**src/hw/rtl/utf8dec_pkg.sv**
```systemverilog
// ----------------------------------------------------------------------------
// utf8dec_pkg
// Shared constants and types of the UTF-8 to UCS-2 decoder.
// ----------------------------------------------------------------------------
`default_nettype none

package utf8dec_pkg;

  // Replacement unit for any four-byte (or longer) lead
  localparam logic [15:0] BOX_UNIT = 16'h25A1;

  // Saturation value of the per-message unit index
  localparam logic [15:0] IDX_MAX = 16'hFFFF;

  // Continuation bytes swallowed after a four-byte lead
  localparam logic [1:0] SWALLOW_CNT = 2'd3;

  // Result queue: deep enough to take two units while two are still waiting
  localparam int unsigned QDEPTH = 4;
  localparam int unsigned QPTR_W = $clog2(QDEPTH);
  localparam int unsigned QCNT_W = QPTR_W + 1;

  typedef struct packed {
    logic [15:0] code_unit;
    logic [15:0] unit_index;
    logic        run_last;
  } result_t;

endpackage

`default_nettype wire

```
**src/hw/rtl/utf8_to_ucs2_decoder.sv**
```systemverilog
// ----------------------------------------------------------------------------
// utf8_to_ucs2_decoder
// Streaming UTF-8 to UCS-2 decoder, one byte in, up to two units out.
// ----------------------------------------------------------------------------
// Flow: an accepted byte waits in the input stage until the result queue
//   has room for two units; then its units are queued for out_valid.
// Throughput: one byte per cycle while the queue has room; a four-byte lead
//   yields two units that leave one at a time, so the queue sets the rate.
// Reset: synchronous, active low; clears sequence state, unit count, the
//   swap flag and the result queue.
// ----------------------------------------------------------------------------
`default_nettype none

module utf8_to_ucs2_decoder (
  input  wire logic        clk,
  input  wire logic        rst_n,
  // configuration write channel
  input  wire logic        cfg_valid,
  output logic             cfg_ready,
  input  wire logic        cfg_swap_bytes,
  // byte input channel
  input  wire logic        in_valid,
  output logic             in_ready,
  input  wire logic [7:0]  in_text_byte,
  input  wire logic        in_message_end,
  // result channel
  output logic             out_valid,
  input  wire logic        out_ready,
  output logic [15:0]      out_code_unit,
  output logic [15:0]      out_unit_index,
  output logic             out_run_last
);

  typedef enum logic [2:0] {
    MODE_IDLE    = 3'd0,
    MODE_TWO     = 3'd1,
    MODE_THREE_A = 3'd2,
    MODE_THREE_B = 3'd3,
    MODE_SWALLOW = 3'd4
  } mode_t;

  // --------------------------------------------------------------------------
  // Registers
  // --------------------------------------------------------------------------
  logic        swap_r;

  // input stage: the accepted byte waits here for one decode pass
  logic        stg_vld_r, stg_vld_nxt;
  logic [7:0]  stg_byte_r;
  logic        stg_end_r;

  // decoder state
  mode_t       mode_r, mode_nxt;
  logic [15:0] partial_r, partial_nxt;
  logic [1:0]  swallow_r, swallow_nxt;
  logic [15:0] units_r, units_nxt;

  // result queue
  utf8dec_pkg::result_t             q_mem_r [utf8dec_pkg::QDEPTH];
  logic [utf8dec_pkg::QPTR_W-1:0]   q_wr_r, q_wr_nxt;
  logic [utf8dec_pkg::QPTR_W-1:0]   q_rd_r, q_rd_nxt;
  logic [utf8dec_pkg::QCNT_W-1:0]   q_cnt_r, q_cnt_nxt;

  localparam logic [utf8dec_pkg::QCNT_W-1:0] QROOM_LIM =
    utf8dec_pkg::QCNT_W'(utf8dec_pkg::QDEPTH - 2);

  // --------------------------------------------------------------------------
  // Handshakes
  // --------------------------------------------------------------------------
  logic fire;     // staged byte is decoded this cycle
  logic in_acc;
  logic out_acc;

  // Decode only when the queue can take a pair of units.
  assign fire      = stg_vld_r && (q_cnt_r <= QROOM_LIM);
  assign in_ready  = !stg_vld_r || fire;
  assign in_acc    = in_valid && in_ready;
  assign cfg_ready = 1'b1;
  assign out_valid = (q_cnt_r != '0);
  assign out_acc   = out_valid && out_ready;

  // --------------------------------------------------------------------------
  // Decode of the staged byte
  // --------------------------------------------------------------------------
  logic        is_cont;
  logic        handled;
  logic [1:0]  n_units;
  logic [15:0] unit0, unit1;
  logic [15:0] idx1, idx2;
  logic [15:0] unit0_sw, unit1_sw;

  // next index, saturating
  assign idx1 = (units_r == utf8dec_pkg::IDX_MAX) ? units_r : units_r + 16'd1;
  assign idx2 = (idx1 == utf8dec_pkg::IDX_MAX) ? idx1 : idx1 + 16'd1;

  assign is_cont = stg_byte_r[7];

  always_comb begin
    mode_nxt    = mode_r;
    partial_nxt = partial_r;
    swallow_nxt = swallow_r;
    units_nxt   = units_r;
    handled     = 1'b0;
    n_units     = 2'd0;
    unit0       = utf8dec_pkg::BOX_UNIT;
    unit1       = utf8dec_pkg::BOX_UNIT;

    if (fire) begin
      // bytes with the top bit set feeding an open sequence
      if (is_cont) begin
        case (mode_r)
          MODE_TWO, MODE_THREE_B: begin
            unit0    = partial_r | {10'd0, stg_byte_r[5:0]};
            n_units  = 2'd1;
            mode_nxt = MODE_IDLE;
            handled  = 1'b1;
          end
          MODE_THREE_A: begin
            partial_nxt = partial_r | {4'd0, stg_byte_r[5:0], 6'd0};
            mode_nxt    = MODE_THREE_B;
            handled     = 1'b1;
          end
          MODE_SWALLOW: begin
            swallow_nxt = swallow_r - 2'd1;
            if (swallow_nxt == 2'd0) begin
              mode_nxt = MODE_IDLE;
            end
            handled = 1'b1;
          end
          default: begin
            handled = 1'b0;   // idle and unused codes
          end
        endcase
      end

      // fresh byte: anything a sequence did not consume
      if (!handled) begin
        mode_nxt    = MODE_IDLE;
        swallow_nxt = 2'd0;
        if (!is_cont) begin
          unit0   = {9'd0, stg_byte_r[6:0]};
          n_units = 2'd1;
        end else if (stg_byte_r[7:4] == 4'hF) begin
          n_units     = 2'd2;
          mode_nxt    = MODE_SWALLOW;
          swallow_nxt = utf8dec_pkg::SWALLOW_CNT;
        end else if (stg_byte_r[7:4] == 4'hE) begin
          partial_nxt = {stg_byte_r[3:0], 12'd0};
          mode_nxt    = MODE_THREE_A;
        end else if (stg_byte_r[7:5] == 3'b110) begin
          partial_nxt = {5'd0, stg_byte_r[4:0], 6'd0};
          mode_nxt    = MODE_TWO;
        end
        // stray continuation byte: dropped
      end

      case (n_units)
        2'd1:    units_nxt = idx1;
        2'd2:    units_nxt = idx2;
        default: units_nxt = units_r;
      endcase

      // end of message clears everything that is message scoped
      if (stg_end_r) begin
        mode_nxt    = MODE_IDLE;
        partial_nxt = 16'd0;
        swallow_nxt = 2'd0;
        units_nxt   = 16'd0;
      end
    end
  end

  assign unit0_sw = swap_r ? {unit0[7:0], unit0[15:8]} : unit0;
  assign unit1_sw = swap_r ? {unit1[7:0], unit1[15:8]} : unit1;

  // --------------------------------------------------------------------------
  // Queue pointers and input stage
  // --------------------------------------------------------------------------
  always_comb begin
    q_wr_nxt  = q_wr_r + utf8dec_pkg::QPTR_W'(n_units);
    q_rd_nxt  = out_acc ? q_rd_r + 1'b1 : q_rd_r;
    q_cnt_nxt = q_cnt_r + utf8dec_pkg::QCNT_W'(n_units)
              - utf8dec_pkg::QCNT_W'(out_acc);
    stg_vld_nxt = in_acc ? 1'b1 : (fire ? 1'b0 : stg_vld_r);
  end

  always_ff @(posedge clk) begin
    if (!rst_n) begin
      swap_r    <= 1'b0;
      stg_vld_r <= 1'b0;
      mode_r    <= MODE_IDLE;
      partial_r <= 16'd0;
      swallow_r <= 2'd0;
      units_r   <= 16'd0;
      q_wr_r    <= '0;
      q_rd_r    <= '0;
      q_cnt_r   <= '0;
    end else begin
      if (cfg_valid && cfg_ready) begin
        swap_r <= cfg_swap_bytes;
      end
      stg_vld_r <= stg_vld_nxt;
      mode_r    <= mode_nxt;
      partial_r <= partial_nxt;
      swallow_r <= swallow_nxt;
      units_r   <= units_nxt;
      q_wr_r    <= q_wr_nxt;
      q_rd_r    <= q_rd_nxt;
      q_cnt_r   <= q_cnt_nxt;
    end
  end

  // payload: staged byte and queue storage
  always_ff @(posedge clk) begin
    if (in_acc) begin
      stg_byte_r <= in_text_byte;
      stg_end_r  <= in_message_end;
    end
    if (n_units != 2'd0) begin
      q_mem_r[q_wr_r] <= '{code_unit:  unit0_sw,
                           unit_index: units_r,
                           run_last:   (n_units == 2'd1)};
    end
    if (n_units == 2'd2) begin
      q_mem_r[q_wr_r + 1'b1] <= '{code_unit:  unit1_sw,
                                  unit_index: idx1,
                                  run_last:   1'b1};
    end
  end

  assign out_code_unit  = q_mem_r[q_rd_r].code_unit;
  assign out_unit_index = q_mem_r[q_rd_r].unit_index;
  assign out_run_last   = q_mem_r[q_rd_r].run_last;

  // --------------------------------------------------------------------------
  // Assertions
  // --------------------------------------------------------------------------
`ifndef SYNTHESIS
  // queue never overfills
  a_q_bound: assert property (@(posedge clk) disable iff (!rst_n)
    q_cnt_r <= utf8dec_pkg::QCNT_W'(utf8dec_pkg::QDEPTH))
    else $error("result queue overflow");

  // a pair of replacement units leaves at least two entries queued
  a_pair_queued: assert property (@(posedge clk) disable iff (!rst_n)
    (n_units == 2'd2) |=> (q_cnt_r >= utf8dec_pkg::QCNT_W'(2)))
    else $error("replacement pair not queued");

  // decode only happens on a staged byte
  a_fire_staged: assert property (@(posedge clk) disable iff (!rst_n)
    (n_units != 2'd0) |-> stg_vld_r)
    else $error("units produced without a staged byte");

  // empty stage always takes a new transaction
  a_stage_ready: assert property (@(posedge clk) disable iff (!rst_n)
    !stg_vld_r |-> in_ready)
    else $error("input stalled with empty stage");
`endif

endmodule

`default_nettype wire

```
**config.mk**
```make
export PLATFORM = sky130hd
export DESIGN_NAME = utf8_to_ucs2_decoder
export DESIGN_NICKNAME = d
export VERILOG_FILES = /design/src/hw/rtl/utf8dec_pkg.sv /design/src/hw/rtl/utf8_to_ucs2_decoder.sv
export SDC_FILE = /design/constraint.sdc
export NUM_CORES = 1
export LEC_CHECK = 0
export BUFFER_PORTS_ARGS = -buffer_cell sky130_fd_sc_hd__buf_4
export CAP_MARGIN = 30
export CORE_MARGIN = 2
export CORE_UTILIZATION = 45
export CTS_BUF_LIST = sky130_fd_sc_hd__clkbuf_8
export CTS_CLUSTER_DIAMETER = 40
export DETAILED_ROUTE_END_ITERATION = 12
export GPL_ROUTABILITY_DRIVEN = 0
export GPL_TIMING_DRIVEN = 0
export RECOVER_POWER = 25
export SYNTH_ARGS = -nofsm -noshare
export SYNTH_HDL_FRONTEND = slang
export SYNTH_SLANG_ARGS = --single-unit
```
**constraint.sdc**
```tcl
create_clock -name clk -period 6.5 [get_ports clk]
set_input_delay 0.325 -clock clk [delete_from_list [all_inputs] [get_ports clk]]
set_output_delay 0.325 -clock clk [all_outputs]
set_load 0.1 [all_outputs]
```
# Yosys cells after proc, flatten, opt, wreduce, memory -nomap -nowiden
# Memory sizes are Yosys's and may differ from the RTL's. A register that Yosys moved wholly into a read port is not among the register bits.
# Index checks and enable logic that the tools add are counted.
dict set report totals {
  reg_bits 55
  ramBits 132
  input_bits 15
  out_inout_bits 36
  wordCells 107
  n_memories 1
}
dict set report op_classes {
  add_sub_neg 8
  n_lt_le_gt_ge 1
  eq_ne 17
  mux 52
  bitwise_logic 2
  n_reduce_logical 15
}
# memory depth width read_ports rd_ports_with_merged_regs write_ports line
set memory_table {}
lappend memory_table {q_mem_r 4 33 1 1 2 utf8_to_ucs2_decoder.sv:59} ;# utf8dec_pkg::result_t q_mem_r [utf8dec_pkg::QDEPTH];
# op count
set op_table {}
lappend op_table {{$mux 16} 18}
lappend op_table {{$add 16x1->16 const B} 2}
lappend op_table {{$eq 16x16->1 const B} 2}
lappend op_table {{$pmux 16 s2} 1}
lappend op_table {{$mux 2} 14}
lappend op_table {{$mux 3} 6}
lappend op_table {{$or 16x12->16} 1}
lappend op_table {{$or 16x6->16} 1}
lappend op_table {{$mux 1} 12}
lappend op_table {{$pmux 3 s3} 1}
lappend op_table {{$eq 4x4->1 const B} 2}
lappend op_table {{$eq 3x2->1 const B} 2}
lappend op_table {{$eq 3x3->1 const B} 2}
lappend op_table {{$reduce_bool 3->1} 2}
lappend op_table {{$ne 5x2->1 const B} 1}
lappend op_table {{$add 2x1->2 const B} 2}
lappend op_table {{$eq 2x1->1 const B} 2}
lappend op_table {{$eq 2x2->1 const B} 2}
lappend op_table {{$ne 4x4->1 const B} 1}
lappend op_table {{$reduce_and 4->1} 1}
lappend op_table {{$reduce_bool 2->1} 2}
lappend op_table {{$reduce_or 4->1} 1}
lappend op_table {{$add 3x2->3} 1}
lappend op_table {{$eq 3x1->1 const B} 1}
lappend op_table {{13 further kinds} 15}

# Logic depth before layout (Yosys ltp)
# Gate-level depths: netlist (run 1).
dict set report depth {
  ltp_word 12
  mapped_depth 13
  ltp_nobuf 11
}

# Least setup slack after synthesis (run 1)
# Ideal clock, no wire load.
dict set report synth_path {
  kind {register to register}
  startpoint {reg mode_r[2]}
  endpoint {mem q_mem_r[0][10] in the netlist's numbering (enable)}
  setup_time_ns 0.378
  arrival_time_ns 2.812
  t_required_ns 6.122
  path_slack_ns 3.310
  stages_incl_launch_ff 12
  n_path_buf 3
  period_less_slack_ns 3.190
  path_cell_list {dfxtp_1 -> clkbuf_1 -> or3_1 -> a211oi_1 -> and2_1 -> buf_2 -> inv_2 -> nand2_1 -> and2_1 -> buf_2 -> nor2_1 -> inv_1}
}
# element line
set synth_rtl {}
lappend synth_rtl {{start: declaration} utf8_to_ucs2_decoder.sv:53} ;# mode_t mode_r, mode_nxt;
lappend synth_rtl {{start signal: assignment} utf8_to_ucs2_decoder.sv:203} ;# mode_r <= mode_nxt;
lappend synth_rtl {{end: declaration} utf8_to_ucs2_decoder.sv:59}

==> results of run 1 <==
==> per-stage QoR <==
stage / cells / power [mW]
4_1_cts: 1255 / 3.42
2_1_floorplan: 893 / 2.29
5_1_grt: 1258 / 3.52
6_report: 1258 / 3.39
3_5_place_dp: 1216 / 2.54
3_3_place_gp: 1212 / 2.52
==> routing by layer <==
metal | wire length [um] | track usage | vias up
met5 | 0 | 0 | -
met3 | 1480 | 0.0481 | 28
met1 | 11500 | 0.344 | 3589
met2 | 11600 | 0.367 | 224
met4 | 314 | 0.0612 | 0
li1 | - | - | 3463
==> path summary, 6_finish.rpt <==
kind / to / slack, ns / cells past startpoint
min reg2reg: q_mem_r[0][26] / 0.47 / 2
min: swap_r / 0.07 / 3
max: q_mem_r[2][6] / 1.66 / 10
max reg2reg: q_mem_r[2][6] / 1.66 / 10
==> critical path: stages (launching register included) <==
cell and delay, ns:
dfxtp_1 0.32, clkbuf_1 0.17, or3_1 0.41, a211oi_1 0.75, and2_0 0.22, clkbuf_1 0.34
inv_1 0.27, a21oi_1 0.94, nor2_1 0.48, inv_1 0.40, buf_16 0.22
==> cell usage in the layout, fill, tap and decap left out, types with 6 or more instances in the layout <==
cell type and count:
a21oi_1 35, a22o_1 26, a31oi_1 8, and2_0 7
and3_1 7, buf_2 10, buf_4 43, clkbuf_1 54
clkbuf_4 9, clkbuf_8 17, dfxtp_1 94, dlygate4sd3_1 9
edfxtp_1 89, inv_1 14, inv_8 7, mux2i_1 11
mux4_2 33, nand2_1 122, nand2b_1 10, nand3_1 32
nor2_1 64, nor3_1 9, o211ai_1 6, o21ai_0 116
o21ai_1 16, o22ai_1 12, xnor2_1 15, xor2_1 7
==> final cells by class <==
type | instances | share of cell area
sequential | 183 | 0.437
multi-input combinational | 623 | 0.400
timing repair buffer | 63 | 0.0515
tap | 270 | 0.0324
buffer | 73 | 0.0303
clock buffer | 17 | 0.0224
clock inverter | 15 | 0.0216
inverter | 14 | 0.00504
==> power breakdown <==
group / internal [mW] / switching, mW / total (mW) / leakage, nW
clock network: 0.407 / 0.480 / 0.887 / 0.234
registers: 1.29 / 0.0454 / 1.34 / 1.68
logic: 0.313 / 0.856 / 1.17 / 1.77
total: 2.01 / 1.38 / 3.39 / 3.68
==> cell usage after synthesis (9+ instances only) <==
cell and instances:
a21oi_1 34, a22o_1 26, and2_1 11, buf_2 14, clkbuf_1 45, dfxtp_1 94
edfxtp_1 89, inv_1 13, mux2i_1 11, mux4_2 33, nand2_1 122, nand2b_1 10
nand3_1 32, nor2_1 64, nor3_1 9, o21ai_0 115, o21ai_1 17, o22ai_1 12
xnor2_1 15
==> registers in the layout (all words and copies together) (netlist names), 2 cells and up, named ones only <==
signal and cells:
stg_byte_r 8, mode_r 3, swallow_r 2, q_rd_r 2, units_r 16, q_cnt_r 3, q_wr_r 2, partial_r 10
q_mem_r 132
==> cell families after synthesis <==
kind of cell | Yosys count
other | 1
adders and majority gates | 6
and+or+nand+nor | 289
AOI/OAI and AO/OA | 259
muxes | 46
DFF | 183
buffers and inverters | 87
xor gates and xnor gates | 22
==> what timing repair did <==
| action | in CTS | in global routing |
|---|---|---|
| setup buffers | 0 | 0 |
| endpoints found under the hold margin | 7 | 2 |
| hold buffers | 7 | 2 |
==> impl_metrics.env, run 1 <==
export IMPL_status="finished, final reports clean"
export IMPL_maxSlewHeadroom=0.231
export IMPL_synth_compound_area_frac=0.179
export IMPL_period_share=0.745
export IMPL_synthAdderAreaFrac=0.00907
export IMPL_rows=52
export IMPL_clockBufferDepth=2
export IMPL_drt_iter0_drc=720
export IMPL_num_vias=7304
export IMPL_yosys_top_cells_area="edfxtp_1 (29%), dfxtp_1 (21%), mux4_2 (8.2%), o21ai_0 (6.3%), nand2_1 (5.0%)"
export IMPL_cts_resized_gates=0
export IMPL_htreeDepth=4
export IMPL_synth_seq_cells=183
export IMPL_dp_hpwl_mm=17.7
export IMPL_synthFlopType="dfxtp_1"
export IMPL_crit_required_ns=6.68
export IMPL_critPathMaxFanout=19
export IMPL_antenna_left=0
export IMPL_drive_gt1_frac=0.158
export IMPL_placedInstanceArea_sq_um=9900
export IMPL_synthMuxAreaShare=0.0962
export IMPL_final_max_slew_viol_count=0
export IMPL_io_buffers=49
export IMPL_synthSimpleGateAreaFrac=0.153
export IMPL_rsz0062_at_grt="false"
export IMPL_ys_warnings_count=0
export IMPL_start_kind="flop"
export IMPL_finalSetupTns_ns=0
export IMPL_grt_max_degree=21
export IMPL_insertion_delay_ns=0.48
export IMPL_p_leak_nw=3.68
export IMPL_synth_top_area_frac=0.293
export IMPL_worstPathArrival_ns=5.02
export IMPL_max_freq_mhz=207
export IMPL_worstSetupStartpoint="mode_r[2]"
export IMPL_setup_viol=0
export IMPL_grt_util_all_layers=0.237
export IMPL_drt_first_pass_iters=5
export IMPL_coreArea_sq_um=20000
export IMPL_fin_skew_ns=0.0150
export IMPL_synth_xor_xnor_area_share=0.0212
export IMPL_pin_count=51
export IMPL_synth_cells=893
export IMPL_routed_wl_mm=24.9
export IMPL_filler_cell_count=1867
export IMPL_initial_core_util=0.454
export IMPL_clk_pin_slew_ns=0.11
export IMPL_drv_cap=0
export IMPL_place_ws_ns=2.17
export IMPL_seqCellArea_sq_um=4550
export IMPL_cts_root_buf="clkbuf_8"
export IMPL_hp_start="cfg_swap_bytes"
export IMPL_avgSynthCellArea_sq_um=10.2
export IMPL_dieHeight_um=146
export IMPL_grt_pass1_vias=6833
export IMPL_r2r_start="mode_r[2]"
export IMPL_synthesis_nets=914
export IMPL_hold_viol=0
export IMPL_synth_top_cell_by_area="edfxtp_1"
export IMPL_antenna_found_initial=0
export IMPL_ir_worst_vdd_uv=265
export IMPL_cts_tree="yes"
export IMPL_async_flop_share=0
export IMPL_layout_nets=996
export IMPL_timing_hold_ws_ns=0.0702
export IMPL_fin_area_sq_um=10400
export IMPL_die_area_sq_um=21400
export IMPL_tightestPinTransition_ns=1.16
export IMPL_hold_path_class="input port to flop"
export IMPL_cts_sinks=183
export IMPL_drc_errors=0
export IMPL_grt_ovfl_total=0
export IMPL_multi_input_comb_area_sq_um=4170
export IMPL_synth_edff_count=89
export IMPL_critPathKind="flop to flop"
export IMPL_die_width_um=146
export IMPL_seq_area_frac_synth=0.500
export IMPL_ys_types=74
export IMPL_routedWlPerCell_um=19.8
export IMPL_vias_per_cell=5.81
export IMPL_layout_area_overhead_vs_synth_pct=14.6
export IMPL_final_util=0.521
export IMPL_p_per_area_nw_per_um2=325
export IMPL_min_period_ns=4.84
export IMPL_numCtsBuffers=17
export IMPL_grt_pass1_wl_mm=39.0
export IMPL_fin_ws_ns=1.66
export IMPL_end_kind="flop"
export IMPL_synth_top_family_by_area="compound AO/OA/AOI/OAI gates"
export IMPL_synthesis_area_sq_um=9110
export IMPL_antenna_cells=0
(Power assumes the default switching activity.)
==> inputs of run 2 (changes only) <==
- clock period: 6.5 -> 4.9 ns (I/O delays scaled with it)
==> run 2 against run 1 <==
Final area rose by 0.35%. Die area did not move. Register-to-register slack got worse by 1.0 ns. Sequential cell count did not move. Sequential power rose by 33%. Combinational power rose by 32%. Sequential share of layout area fell by 0.15 points. Core utilization rose by 0.18 points. Via count fell by 0.37%. Clock skew barely moved. Setup slack got worse by 1.0 ns. First-iteration DRC count fell by 11%.
==> impl_metrics.env, run 2 (synthesized netlist as in run 1, its figures left out) <==
export IMPL_status="finished, final reports clean"
export IMPL_fin_skew_ns=0.0149
export IMPL_finalSetupTns_ns=0
export IMPL_rows=52
export IMPL_htreeDepth=4
export IMPL_initial_core_util=0.454
export IMPL_rsz0062_at_grt="false"
export IMPL_min_period_ns=4.28
export IMPL_antenna_left=0
export IMPL_maxSlewHeadroom=0.231
export IMPL_layout_nets=999
export IMPL_cts_sinks=183
export IMPL_cts_resized_gates=0
export IMPL_grt_util_all_layers=0.238
export IMPL_p_sw_mw=1.83
export IMPL_critPathMaxStageDelay_ns=0.75
export IMPL_switching_share=0.407
export IMPL_worstPathArrival_ns=4.47
export IMPL_antenna_found_initial=0
export IMPL_clkPwrFrac=0.261
export IMPL_drc_errors=0
export IMPL_antenna_cells=0
export IMPL_path_cells="clkbuf_1 -> or3_1 -> a211oi_1 -> and2_0 -> buf_2 -> nand2_1 -> nor2_1 -> nor2_1 -> inv_1 -> buf_8"
export IMPL_grt_pass1_vias=6860
export IMPL_ir_worst_vdd_uv=351
export IMPL_drv_cap=0
export IMPL_critPathMaxFanout=13
export IMPL_start_kind="flop"
export IMPL_pin_count=51
export IMPL_dieHeight_um=146
export IMPL_cp_num_buf_inv=4
export IMPL_period_share=0.874
export IMPL_max_freq_mhz=233
export IMPL_cpLargestDelayFamily="simple AND/OR/NAND/NOR gates"
export IMPL_final_max_slew_viol_count=0
export IMPL_crit_required_ns=5.09
export IMPL_final_cell_mix="nand2_1 (122), o21ai_0 (116), dfxtp_1 (94)"
export IMPL_vias_per_cell=5.77
export IMPL_hold_path_class="input port to flop"
export IMPL_fin_area_sq_um=10500
export IMPL_p_comb_frac=0.345
export IMPL_numCtsBuffers=17
export IMPL_layout_area_overhead_vs_synth_pct=14.9
export IMPL_drt_first_pass_iters=5
export IMPL_critPathSlowestCell="a211oi_1"
export IMPL_postCtsSetupBuffers=0
export IMPL_largest_reg_flops=132
export IMPL_grt_max_degree=21
export IMPL_p_leak_nw=3.70
export IMPL_dp_hpwl_mm=17.7
export IMPL_clockBufferDepth=2
export IMPL_grt_pass1_wl_mm=39.1
export IMPL_drive_gt1_frac=0.160
export IMPL_placedInstanceArea_sq_um=9900
export IMPL_seq_power_share=0.394
export IMPL_num_vias=7277
export IMPL_die_width_um=146
export IMPL_grt_ovfl_total=0
export IMPL_io_buffers=49
export IMPL_coreArea_sq_um=20000
export IMPL_p_per_area_nw_per_um2=430
export IMPL_p_int_mw=2.67
export IMPL_drt_iter0_drc=644
export IMPL_setup_viol=0
export IMPL_hold_viol=0
export IMPL_insertion_delay_ns=0.49
export IMPL_regMostFlops="q_mem_r"
export IMPL_end_kind="flop"
export IMPL_clk_pin_slew_ns=0.11
export IMPL_routedWlPerCell_um=19.7
export IMPL_cts_tree="yes"
export IMPL_routed_wl_mm=24.9
export IMPL_cp_common_cell="nor2_1"
export IMPL_tightestPinTransition_ns=1.16
export IMPL_reg_top3="q_mem_r (132), units_r (16), partial_r (10)"
export IMPL_die_area_sq_um=21400
export IMPL_layout_commonest_cell="nand2_1"
export IMPL_cts_root_buf="clkbuf_8"
export IMPL_critPathKind="flop to flop"
## run 2: changes by cell type in the layout (fill, tap and decap cells not counted)
cell,change
a21oi_2,+1
buf_2,+2
dlygate4sd3_1,+3
a21oi_1,-1
clkbuf_1,-2
## run 2: metrics by stage
stage               hold WS (ns)  power (mW)  instances  worst slack (ns)  utilization
detailed placement         0.424        3.37       1216             0.572        0.494
CTS                       0.0202        4.54       1260             0.526        0.523
finish                    0.0400        4.50       1261             0.616        0.522
global placement           0.423        3.34       1212             0.359        0.490
floorplan                  0.344        3.03        893              1.71            -
global route              0.0235        4.67       1261             0.253        0.522
## run 2: path summary, 6_finish.rpt
path | startpoint | end | slack, ns | cells after the start
worst max-delay path | mode_r[2] | q_mem_r[0][3] | 0.62 | 10
worst min-delay path | rst_n | partial_r[7] | 0.04 | 3
worst max register to register | mode_r[2] | q_mem_r[0][3] | 0.62 | 10
worst min register to register | q_mem_r[0][26] | q_mem_r[0][26] | 0.46 | 2
## run 2: final cells by class
type | instances | area (sq um)
inverters | 14 | 52.6
clock buffers | 17 | 234
clock inverters | 15 | 225
plain buffers | 73 | 319
repair buffers | 66 | 567
well taps | 270 | 338
fillers | 1864 | 9570
flip-flops and latches | 183 | 4550
multi-input cells | 623 | 4180
## run 2: layer usage
| metal | vias to the layer above | share of wire | global-route usage |
|---|---|---|---|
| met3 | 31 | 0.058 | 0.0481 |
| met4 | 0 | 0.013 | 0.0612 |
| met5 | - | 0 | 0 |
| met2 | 236 | 0.47 | 0.367 |
| li1 | 3465 | - | - |
| met1 | 3545 | 0.46 | 0.345 |
## run 2: worst register-to-register path, delay by kind of cell (launching register included)
family	cells	cell delay, ns
simple gates	5	1.72
flops	1	0.32
buf+inv	4	1.19
compound gates	1	0.75
## run 2: power by group through the flow
stage	sequential [mW]	combinational, mW	clock [mW]
after global placement	1.81	1.54	0
final	1.78	1.55	1.18
after CTS	1.77	1.57	1.19
after floorplan	1.79	1.24	0
after detailed placement	1.81	1.56	0
after global routing	1.79	1.63	1.25
## run 2: repair_timing
action | CTS | global route
hold endpoints to repair | 11 | 0
endpoints found under the setup margin | 0 | 0
hold buffers | 12 | 0
